$ cat src/srtc_pkg.sv
`timescale 1ns / 1ps
`default_nettype none
package srtc_pkg;

   // Geometry used after reset and in place of a zero register
   localparam logic [5:0] DEFAULT_GEOMETRY = 6'd9;
   // Longest run taken from one request
   localparam int MAX_COUNT = 64;
   // Checksummed sectors at the start of track 0 side 0
   localparam int CHECKSUM_SECTORS = 6;
   // Quotient bits produced by the divider, one per cycle
   localparam int DIV_BITS = 16;

   // Configuration register indexes
   localparam logic CSR_SECTORS_PER_TRACK    = 1'b0;
   localparam logic CSR_SECTORS_PER_CYLINDER = 1'b1;

   typedef enum logic [1:0] {
      ST_IDLE,
      ST_DIV,
      ST_EMIT
   } state_type;

   // Commands from the controller to the datapath
   typedef struct packed {
      logic load;
      logic div_step;
      logic emit;
   } ctl_cmd_type;

   // Status from the datapath to the controller
   typedef struct packed {
      logic total_zero;
      logic div_last;
      logic out_free;
      logic emit_last;
      logic emit_redivide;
   } dp_status_type;

endpackage
`default_nettype wire

$ cat src/srtc_ctrl.sv
`timescale 1ns / 1ps
`default_nettype none
module srtc_ctrl import srtc_pkg::*; (
   input  wire           clock,
   input  wire           reset,
   input  wire           req_tvalid,
   output logic          req_tready,
   input  dp_status_type status,
   output ctl_cmd_type   cmd
);

   state_type state_ff, state_in;

   // Hold the controller state
   always_ff @(posedge clock) begin
      if (reset) begin
         state_ff <= ST_IDLE;
      end else begin
         state_ff <= state_in;
      end
   end

   // Sequence: take a request, divide, emit chunks, divide again past the next track or on a record wrap
   always_comb begin
      state_in   = state_ff;
      req_tready = 1'b0;
      cmd        = '0;
      case (state_ff)
         ST_IDLE: begin
            // keep the input closed while reset is high
            req_tready = !reset;
            if (req_tvalid && !reset) begin
               cmd.load = 1'b1;
               if (!status.total_zero) begin
                  state_in = ST_DIV;
               end
            end
         end
         ST_DIV: begin
            cmd.div_step = 1'b1;
            if (status.div_last) begin
               state_in = ST_EMIT;
            end
         end
         ST_EMIT: begin
            if (status.out_free) begin
               cmd.emit = 1'b1;
               if (status.emit_last) begin
                  state_in = ST_IDLE;
               end else if (status.emit_redivide) begin
                  state_in = ST_DIV;
               end
            end
         end
         default: begin
            state_in = ST_IDLE;
         end
      endcase
   end

endmodule
`default_nettype wire

$ cat src/srtc_datapath.sv
`timescale 1ns / 1ps
`default_nettype none
module srtc_datapath import srtc_pkg::*; #(
   parameter int RUN_LIMIT      = MAX_COUNT,
   parameter int CHECKSUM_COUNT = CHECKSUM_SECTORS
) (
   input  wire                clock,
   input  wire                reset,
   input  wire                csr_wr_en,
   input  wire                csr_index,
   input  wire  [6:0]         csr_wdata,
   input  wire  [15:0]        start_record,
   input  wire  [6:0]         sector_total,
   input  wire                is_write,
   input  wire                buffer_unaligned,
   input  ctl_cmd_type        cmd,
   output dp_status_type      status,
   input  wire                rsp_tready,
   output logic               rsp_tvalid,
   output logic [15:0]        track_number,
   output logic               side_number,
   output logic [5:0]         first_sector,
   output logic [5:0]         chunk_length,
   output logic               refresh_checksums,
   output logic               last_chunk
);

   localparam int CNT_W = $clog2(DIV_BITS);

   // Configuration registers
   logic [5:0] spt_cfg_ff;
   logic [6:0] spc_cfg_ff;

   // Request registers
   logic [15:0] rec_ff, rec_in;
   logic [6:0]  left_ff, left_in;
   logic        wr_ff, odd_ff;
   logic [5:0]  spt_ff, spt_in;
   logic [6:0]  spc_ff, spc_in;

   // Divider / position registers: quotient doubles as track, remainder as sector
   logic [15:0]      quo_ff, quo_in;
   logic [6:0]       rem_ff, rem_in;
   logic [CNT_W-1:0] cnt_ff, cnt_in;

   // Output register
   logic        valid_ff, valid_in;
   logic [15:0] o_track_ff;
   logic        o_side_ff, o_refresh_ff, o_last_ff;
   logic [5:0]  o_first_ff, o_len_ff;

   logic [6:0]  spt2;
   logic [7:0]  partial, part_diff;
   logic        part_ge;
   logic        side;
   logic [5:0]  sect, room, len;
   logic [6:0]  left_next;
   logic [16:0] rec_sum;
   logic [7:0]  sect_sum;
   logic        refresh;
   logic        redivide;

   // Write the geometry registers
   always_ff @(posedge clock) begin
      if (reset) begin
         spt_cfg_ff <= DEFAULT_GEOMETRY;
         spc_cfg_ff <= {1'b0, DEFAULT_GEOMETRY};
      end else if (csr_wr_en) begin
         case (csr_index)
            CSR_SECTORS_PER_TRACK:    spt_cfg_ff <= csr_wdata[5:0];
            CSR_SECTORS_PER_CYLINDER: spc_cfg_ff <= csr_wdata;
            default: begin
            end
         endcase
      end
   end

   // Settle the geometry actually used: defaults for zero, at most two sides
   always_comb begin
      spt_in = spt_cfg_ff;
      spc_in = spc_cfg_ff;
      if (spc_cfg_ff == 7'd0) begin
         spt_in = DEFAULT_GEOMETRY;
         spc_in = {1'b0, DEFAULT_GEOMETRY};
      end
      if (spt_in == 6'd0) begin
         spt_in = DEFAULT_GEOMETRY;
      end
      spt2 = {spt_in, 1'b0};
      if (spc_in > spt2) begin
         spc_in = spt2;
      end
   end

   // One restoring division step
   always_comb begin
      partial   = {rem_ff, quo_ff[DIV_BITS-1]};
      part_ge   = partial >= {1'b0, spc_ff};
      part_diff = partial - {1'b0, spc_ff};
   end

   // Current chunk from the position registers
   always_comb begin
      side = {1'b0, spt_ff} <= rem_ff;
      sect = side ? 6'(rem_ff - {1'b0, spt_ff}) : rem_ff[5:0];
      room = spt_ff - sect;
      if (odd_ff) begin
         len = 6'd1;
      end else if ({1'b0, room} < left_ff) begin
         len = room;
      end else begin
         len = left_ff[5:0];
      end
      left_next = left_ff - {1'b0, len};
      refresh   = wr_ff && (quo_ff == 16'd0) && !side && (sect < 6'(CHECKSUM_COUNT));
      rec_sum   = {1'b0, rec_ff} + {11'd0, len};
      sect_sum  = {1'b0, rem_ff} + {2'd0, len};
      redivide  = rec_sum[16] || (sect_sum >= {spc_ff, 1'b0});
   end

   // Next values of the request and position registers
   always_comb begin
      rec_in  = rec_ff;
      left_in = left_ff;
      quo_in  = quo_ff;
      rem_in  = rem_ff;
      cnt_in  = cnt_ff;
      if (cmd.load) begin
         rec_in  = start_record;
         left_in = (32'(sector_total) > RUN_LIMIT) ? 7'(RUN_LIMIT) : sector_total;
         quo_in  = start_record;
         rem_in  = '0;
         cnt_in  = '0;
      end else if (cmd.div_step) begin
         quo_in = {quo_ff[DIV_BITS-2:0], part_ge};
         rem_in = part_ge ? part_diff[6:0] : partial[6:0];
         cnt_in = cnt_ff + 1'b1;
      end else if (cmd.emit) begin
         rec_in  = rec_sum[15:0];
         left_in = left_next;
         if (redivide) begin
            // Restart the division on the new record
            quo_in = rec_sum[15:0];
            rem_in = '0;
            cnt_in = '0;
         end else if (sect_sum >= {1'b0, spc_ff}) begin
            quo_in = quo_ff + 16'd1;
            rem_in = 7'(sect_sum - {1'b0, spc_ff});
         end else begin
            rem_in = sect_sum[6:0];
         end
      end
   end

   always_ff @(posedge clock) begin
      rec_ff  <= rec_in;
      left_ff <= left_in;
      quo_ff  <= quo_in;
      rem_ff  <= rem_in;
      cnt_ff  <= cnt_in;
      if (cmd.load) begin
         wr_ff  <= is_write;
         odd_ff <= buffer_unaligned;
         spt_ff <= spt_in;
         spc_ff <= spc_in;
      end
   end

   // Output word: load on emit, drop once taken
   always_comb begin
      valid_in = valid_ff;
      if (cmd.emit) begin
         valid_in = 1'b1;
      end else if (rsp_tready) begin
         valid_in = 1'b0;
      end
   end

   always_ff @(posedge clock) begin
      if (reset) begin
         valid_ff <= 1'b0;
      end else begin
         valid_ff <= valid_in;
      end
   end

   always_ff @(posedge clock) begin
      if (cmd.emit) begin
         o_track_ff   <= quo_ff;
         o_side_ff    <= side;
         o_first_ff   <= sect + 6'd1;
         o_len_ff     <= len;
         o_refresh_ff <= refresh;
         o_last_ff    <= left_next == 7'd0;
      end
   end

   assign status.total_zero    = sector_total == 7'd0;
   assign status.div_last      = cnt_ff == CNT_W'(DIV_BITS - 1);
   assign status.out_free      = !valid_ff || rsp_tready;
   assign status.emit_last     = left_next == 7'd0;
   assign status.emit_redivide = redivide;

   assign rsp_tvalid        = valid_ff;
   assign track_number      = o_track_ff;
   assign side_number       = o_side_ff;
   assign first_sector      = o_first_ff;
   assign chunk_length      = o_len_ff;
   assign refresh_checksums = o_refresh_ff;
   assign last_chunk        = o_last_ff;

endmodule
`default_nettype wire

$ cat src/sector_run_to_track_chunks_unit.sv
`timescale 1ns / 1ps
`default_nettype none
// Channel | Dir | tdata (low bit up)                          | tuser / tlast
// req_    | in  | start_record[15:0], sector_total[22:16]     | is_write, buffer_unaligned
// rsp_    | out | track, side, first_sector, chunk_length     | refresh_checksums / last_chunk
// csr_    | in  | index 0 sectors_per_track, 1 sectors_per_cylinder
//
// A request first goes through a bit-serial division of the record by the cylinder
// size, then yields one chunk per cycle while rsp_tready holds. A chunk crossing
// more than one cylinder, or the record wrapping past 65535, costs another
// division. A zero count is taken without a division.
// Reset is synchronous and holds req_tready low; geometry returns to 9 and 9.
// A stalled output word holds until taken; req_tready is low until the last chunk.
module sector_run_to_track_chunks_unit import srtc_pkg::*; #(
   parameter int RUN_LIMIT      = MAX_COUNT,
   parameter int CHECKSUM_COUNT = CHECKSUM_SECTORS
) (
   input  wire         clock,
   input  wire         reset,
   input  wire         req_tvalid,
   output logic        req_tready,
   input  wire  [23:0] req_tdata,   // start_record[15:0], sector_total[22:16], zero
   input  wire  [1:0]  req_tuser,   // is_write[0], buffer_unaligned[1]
   output logic        rsp_tvalid,
   input  wire         rsp_tready,
   output logic [31:0] rsp_tdata,   // track_number[15:0], side_number[16],
                                    // first_sector[22:17], chunk_length[28:23], zero
   output logic        rsp_tuser,   // refresh_checksums
   output logic        rsp_tlast,   // last_chunk
   input  wire         csr_wr_en,
   input  wire         csr_index,
   input  wire  [6:0]  csr_wdata
);

   ctl_cmd_type   cmd;
   dp_status_type status;
   logic [15:0]   track_number;
   logic          side_number;
   logic [5:0]    first_sector;
   logic [5:0]    chunk_length;

   srtc_ctrl u_ctrl (
      .clock      (clock),
      .reset      (reset),
      .req_tvalid (req_tvalid),
      .req_tready (req_tready),
      .status     (status),
      .cmd        (cmd)
   );

   srtc_datapath #(
      .RUN_LIMIT      (RUN_LIMIT),
      .CHECKSUM_COUNT (CHECKSUM_COUNT)
   ) u_dp (
      .clock             (clock),
      .reset             (reset),
      .csr_wr_en         (csr_wr_en),
      .csr_index         (csr_index),
      .csr_wdata         (csr_wdata),
      .start_record      (req_tdata[15:0]),
      .sector_total      (req_tdata[22:16]),
      .is_write          (req_tuser[0]),
      .buffer_unaligned  (req_tuser[1]),
      .cmd               (cmd),
      .status            (status),
      .rsp_tready        (rsp_tready),
      .rsp_tvalid        (rsp_tvalid),
      .track_number      (track_number),
      .side_number       (side_number),
      .first_sector      (first_sector),
      .chunk_length      (chunk_length),
      .refresh_checksums (rsp_tuser),
      .last_chunk        (rsp_tlast)
   );

   // Pack the output word
   assign rsp_tdata = {3'd0, chunk_length, first_sector, side_number, track_number};

endmodule
`default_nettype wire

$ cat config.mk
export PLATFORM = sky130hd
export DESIGN_NAME = sector_run_to_track_chunks_unit
export DESIGN_NICKNAME = d
export VERILOG_FILES = /design/src/srtc_pkg.sv /design/src/srtc_ctrl.sv /design/src/srtc_datapath.sv /design/src/sector_run_to_track_chunks_unit.sv
export SDC_FILE = /design/constraint.sdc
export NUM_CORES = 1
export LEC_CHECK = 0
export BUFFER_PORTS_ARGS = -buffer_cell sky130_fd_sc_hd__buf_2
export CAP_MARGIN = 20
export CORE_MARGIN = 1.5
export CORE_UTILIZATION = 60
export CTS_CLUSTER_DIAMETER = 60
export DETAILED_ROUTE_END_ITERATION = 7
export GPL_TIMING_DRIVEN = 0
export PLACE_DENSITY = 0.85
export REMOVE_ABC_BUFFERS = 1
export SETUP_SLACK_MARGIN = 0.05
export SLEW_MARGIN = 15
export SYNTH_ARGS = -nofsm -noshare
export SYNTH_HDL_FRONTEND = slang
export SYNTH_SLANG_ARGS = --single-unit
$ cat constraint.sdc
create_clock -name clock -period 11.3 [get_ports clock]
set_input_delay 0.565 -clock clock [delete_from_list [all_inputs] [get_ports clock]]
set_output_delay 0.565 -clock clock [all_outputs]
set_load 0.02 [all_outputs]
Word-level counts from Yosys, hierarchy flattened. Index checks and enable logic that the tools add are counted.

Flip-flop bits (word level): 112. Bits of input ports: 39. Output and inout port bits: 36. Logic and storage cells: 117.

Add/subtract/negate cells: 10. Order comparisons: 8. Equality and inequality tests: 9. Multiplexer cells: 42. Bitwise operators: 1. Reductions and logical operators: 27.

Operator list (number): 16-bit two-way mux (8); 7-bit two-way mux (11); 6-bit two-way mux (5); 7-bit zero test (3); 16-bit by 6-bit adder with 17-bit output (1); 16-bit by 1-bit adder with 16-bit output (second input constant) (1); 8-bit by 7-bit >= comparator with 1-bit output (2); 16-bit zero test (1); 7-bit subtractor (2); 2-bit two-way mux (6); 4-bit two-way mux (3); 6-bit subtractor (2); 2-bit AND reduction (5); 7-bit by 6-bit adder with 8-bit output (1); 8-bit >= comparator (1); 1-bit two-way mux (8); 2-bit nonzero test (4); 7-bit > comparator (1); 7-bit > comparator (second input constant) (1); 6-bit by 7-bit less-or-equal comparator with 1-bit output (1); 6-bit by 7-bit less-than comparator with 1-bit output (1); 7-bit by 6-bit subtractor with 7-bit output (1); 6-bit by 1-bit adder with 6-bit output (second input constant) (1); 6-bit zero test (1); other kinds (17) (26).

Longest topological paths before layout.
Word-level depth: 13. Depth in mapped cells: 36.

By module. A second synthesis with hierarchy kept.

Cell total of the unflattened synthesis: 845. Area total of the unflattened synthesis: 8116.5 um2.

Modules (own cells, without submodules): srtc_datapath (times used 1, cells each 824, area each 7930.1 um2, sequential area each 3052.9 um2); srtc_ctrl (times used 1, cells each 16, area each 152.6 um2, sequential area each 40.0 um2); sector_run_to_track_chunks_unit (times used 1, cells each 5, area each 33.8 um2, sequential area each 0.0 um2).

Worst setup path after synthesis. Ideal clock, no wire load.

Path type: register to register. Start point: register u_dp.rem_ff[4]. End point: register u_dp.quo_ff[0], enable pin. Arrival time: 8047 ps. Path slack: 2842 ps. Cell stages (with the launch flop): 35. Clock period less this slack: 8458 ps. Path through: dfxtp_1 inv_1 ha_1 a211oi_1 nor3_2 o21ai_4 mux2i_2 ha_1 nor2b_1 o21a_1 o21a_1 o211ai_1 xnor2_1 ha_1 nor2b_1 a21oi_1 nand2_1 o41ai_1 nor2_2 a211o_1 ha_1 fa_1 a21o_1 a21oi_1 o21bai_1 a21oi_1 xnor2_1 ha_1 nand4_1 nor2_1 nor3_1 and2_1 buf_2 and3_1 o21ai_0.

Word-level cells in the longest chain between the ends: 11. Elaborated cells between the ends (all ways): 14. Those cells by class: add/sub: 4; order compare: 4; mux: 3; reduce/logical: 3.

Ends and longest elaborated chain: start: declaration (line srtc_datapath.sv:43) `logic [6:0] rem_ff, rem_in;`; start signal: assignment (line srtc_datapath.sv:159) `rem_ff <= rem_in;`; 6-bit by 7-bit less-or-equal comparator with 1-bit output (*) (line srtc_datapath.sv:104) `side = {1'b0, spt_ff} <= rem_ff;`; net u_dp.side (line srtc_datapath.sv:55) `logic side;`; 6-bit two-way mux (*) (line srtc_datapath.sv:105) `sect = side ? 6'(rem_ff - {1'b0, spt_ff}) : rem_ff[5:0];`; 6-bit subtractor (*) (line srtc_datapath.sv:106) `room = spt_ff - sect;`; 6-bit by 7-bit less-than comparator with 1-bit output (line srtc_datapath.sv:109) `end else if ({1'b0, room} < left_ff) begin`; 6-bit two-way mux (*) (line srtc_datapath.sv:109); 6-bit two-way mux (*) (line srtc_datapath.sv:107) `if (odd_ff) begin`; net u_dp.len[0] (line srtc_datapath.sv:56) `logic [5:0] sect, room, len;`; 7-bit by 6-bit adder with 8-bit output (line srtc_datapath.sv:117) `sect_sum = {1'b0, rem_ff} + {2'd0, len};`; 8-bit >= comparator (line srtc_datapath.sv:118) `redivide = rec_sum[16] || (sect_sum >= {spc_ff, 1'b0});`; 1-bit logical OR (line srtc_datapath.sv:118); 4-bit nonzero test (no line) (*); 2-bit AND reduction (no line) (*); end signal: assignment (line srtc_datapath.sv:158) `quo_ff <= quo_in;`; end: declaration (line srtc_datapath.sv:42) `logic [15:0] quo_ff, quo_in;`.

Mark *: on every way through the listed nets, which the timed path passes. The rest lies on a longest branch. A chain may end at the register's enable or synchronous reset.

Worst setup path after layout.
Start point: register u_dp.rem_ff[3]. End point: register u_dp.quo_ff[8], enable pin.

The elaborated chain is that of the path after synthesis.

==> reports/metrics.cfg <==
[status]
status=finished, final reports clean

[setup_path]
cp_top_family=compound AO/OA/AOI/OAI gates
crit_slowest_cell=a221oi_2
rr_startpoint=u_dp.rem_ff[3]$_SDFFE_PP0P_
startpoint=u_dp.rem_ff[3]$_SDFFE_PP0P_
cp-start-kind=flip-flop
cp_common_cell=ha_1
crit_fanout=12
end_kind=flip-flop
cp.arrival_ns=9.80
cp.required_ns=11.42
crit_buf_inv=3
setup.worst_path.class=flip-flop to flip-flop
slowest_delay_ns=0.66

[sta]
setup_violations=0
rsz0062_at_grt=false
max_slew_margin=0.2766
finClkSkew_ns=0.01046
min_period_over_period=0.8569
final.min_clock_period_ns=9.683
max_freq_ghz=0.1033
hold_violations=0
timing.setup.tns_ns=0
worstMarginPinSlew_ns=1.085
drv_slew=0

[placed_design]
gp_congestion=0.9517
placed_cells=1052
port-buffer-count=70
place_area_um2=8426
dp_hpwl_um=14240

[floorplanning]
fp-row-count=41
core_um2=12770
die_y_um=118.0
ioPinCount=75
fp.dieW_um=118.0
die_area_um2=13930
initial_core_util=0.6215

[synthesis]
synth_seq_area_share=0.3896
synth_largest_area_cell=edfxtp_1
async_flop_share=0
yosysTopAreaCellShare=0.3215
synth-seq-cells=112
synth_area_leaders=edfxtp_1, ha_1, dfxtp_1, a21oi_1, nand2_1
syn_avg_cell_area_um2=9.496
synthCells=836
yosysWarnings=0
ys_types=79
netlist_area_um2=7939
ys.flop_type=edfxtp_1
synth_edf_count=85

[grt]
grt_pass1_vias=6315
grt_pass1_wl_um=31250
grt_overflow=0
grt_usage=0.2808
grt_start_max_net_pins=45
antenna_found_initial=0

[cts]
root_buffer=clkbuf_16
clockBufferDepth=2
htreeDepth=3
clkTransAtPathRegs_ns=0.07
clk-insertion-delay-late_ns=0.37
hold_buffers=0
cts_setup_buffers=0
cts_made_buffers=9
cts.sinks=112
cts_tree=done
cts_resized=0

[route]
post_drt_wl_per_cell_um=17.99
drtIter0Drc=717
drt_pass1_iterations=6
vias=6715
routed_wl_um=19250
drc=0
via_per_inst=6.276
postRouteAntennaNets=0

[layout]
syn2layout_area_growth_pct=10.40
diodes=0
stdcell_area_um2=8765
drive_gt1_frac=0.1336
stdcell_count=1070
nNetsFinal=1007
nFillCells=954

[worst_hold_path]
hp-start=req_tuser[0]
hp-class=primary input to flip-flop

[run]
drv_cap=0

[per-stage QoR]
step           utilization  hold WS [ns]  setup slack [ns]
6_report            0.6862        0.3760             1.617
4_1_cts             0.6828        0.3756             1.684
3_3_place_gp        0.6551        0.4591            0.3956
3_5_place_dp        0.6596        0.4643             1.847
5_1_grt             0.6862        0.3675            0.9821
2_1_floorplan            -        0.4380             2.671
[sequential cells by signal, indices dropped and copies added, names as in the netlist, 2 cells and up]
| name | cells |
|---|---|
| u_ctrl.state_ff | 2 |
| u_dp.first_sector | 6 |
| u_dp.rec_ff | 16 |
| u_dp.spt_ff | 6 |
| u_dp.track_number | 16 |
| u_dp.spc_cfg_ff | 7 |
| u_dp.cnt_ff | 4 |
| u_dp.quo_ff | 16 |
| u_dp.rem_ff | 7 |
| u_dp.spc_ff | 7 |
| u_dp.spt_cfg_ff | 6 |
| u_dp.left_ff | 7 |
| u_dp.chunk_length | 6 |
[path summary, 6_finish.rpt]
check / cells after the start / endpoint / slack, ns
hold reg to reg: 2 / u_dp.spt_cfg_ff[2]$_SDFFE_PP0P_ / 0.47
setup / recovery: 34 / u_dp.quo_ff[8]$_DFFE_PP_ / 1.62
setup reg to reg: 34 / u_dp.quo_ff[8]$_DFFE_PP_ / 1.62
hold / removal: 1 / u_dp.wr_ff$_DFFE_PP_ / 0.38
[cell usage after synthesis, drive strengths merged, types with 8 or more instances]
library cell / n
nor3: 24
nand3: 27
ha: 68
nand2: 66
nand2b: 14
o21a: 14
clkbuf: 25
edfxtp: 85
a21oi: 61
dfxtp: 27
inv: 58
or3: 8
mux2i: 13
nand3b: 11
nand4: 8
o21ai: 48
xnor2: 20
a211oi: 12
xor2: 27
o211ai: 10
nor2b: 18
nor2: 58
o22ai: 9
a21o: 9
[layer usage]
metal  vias up  global-route usage  part of all wire
met5         -                   0                 0
met4         0              0.1098             0.032
met3        55             0.07025             0.094
met2       345              0.4331              0.45
met1      3113              0.3809              0.42
li1       3202                   -                 -
[cell families (layout without fill, tap and decap cells)]
group | after synthesis | count (layout) | share of synthesized area
AOI/OAI and AO/OA | 222 | 222 | 0.1872
xor gates and xnor gates | 47 | 47 | 0.05185
adders and majority gates | 75 | 75 | 0.1248
buffers and inverters | 91 | 151 | 0.04602
DFF | 112 | 112 | 0.3896
muxes | 19 | 19 | 0.02585
other | 1 | 3 | 0.0004724
and+or+nand+nor | 269 | 269 | 0.1742
[cells in the final DEF (no fill, tap or decap), types with 4 or more instances in the layout]
cell / Yosys / layout
or3_1: 7 / 7
mux2_2: 5 / 5
nand4_1: 8 / 8
mux2i_1: 12 / 12
o41ai_1: 5 / 5
a2111oi_0: 4 / 4
fa_1: 7 / 7
nand2_1: 66 / 66
a211oi_1: 12 / 12
buf_2: 1 / 70
clkbuf_16: 0 / 9
a21oi_1: 60 / 60
o211ai_1: 10 / 10
o21a_1: 14 / 14
nor3_1: 22 / 22
o21ai_0: 44 / 43
nand3_1: 27 / 27
inv_1: 58 / 57
a21o_1: 9 / 9
o221ai_1: 4 / 4
dfxtp_1: 27 / 27
edfxtp_1: 85 / 85
or2_2: 5 / 5
nor4_1: 6 / 6
o31ai_1: 4 / 4
a22oi_1: 4 / 4
ha_1: 68 / 68
a211o_1: 4 / 4
nor2b_1: 18 / 18
o22ai_1: 9 / 9
and3_1: 7 / 7
a221oi_1: 5 / 4
nor2_1: 56 / 56
xnor2_1: 20 / 20
nand2b_1: 14 / 14
xor2_1: 27 / 27
nand3b_1: 11 / 11
clkinv_2: 0 / 4
[layout make-up]
cell class,count,area [um2],area share
Clock buffer,10,239.0,0.02727
Clock inverter,6,57.56,0.006567
Inverter,59,222.7,0.02541
Multi-Input combinational cell,635,4498,0.5132
Sequential cell,112,3093,0.3529
Tap cell,172,215.2,0.02455
Timing Repair Buffer,76,439.2,0.05011
Power is left out: the tool's default activity adds up to more than one toggle a clock period on the data nets, which glitch-free logic cannot reach.
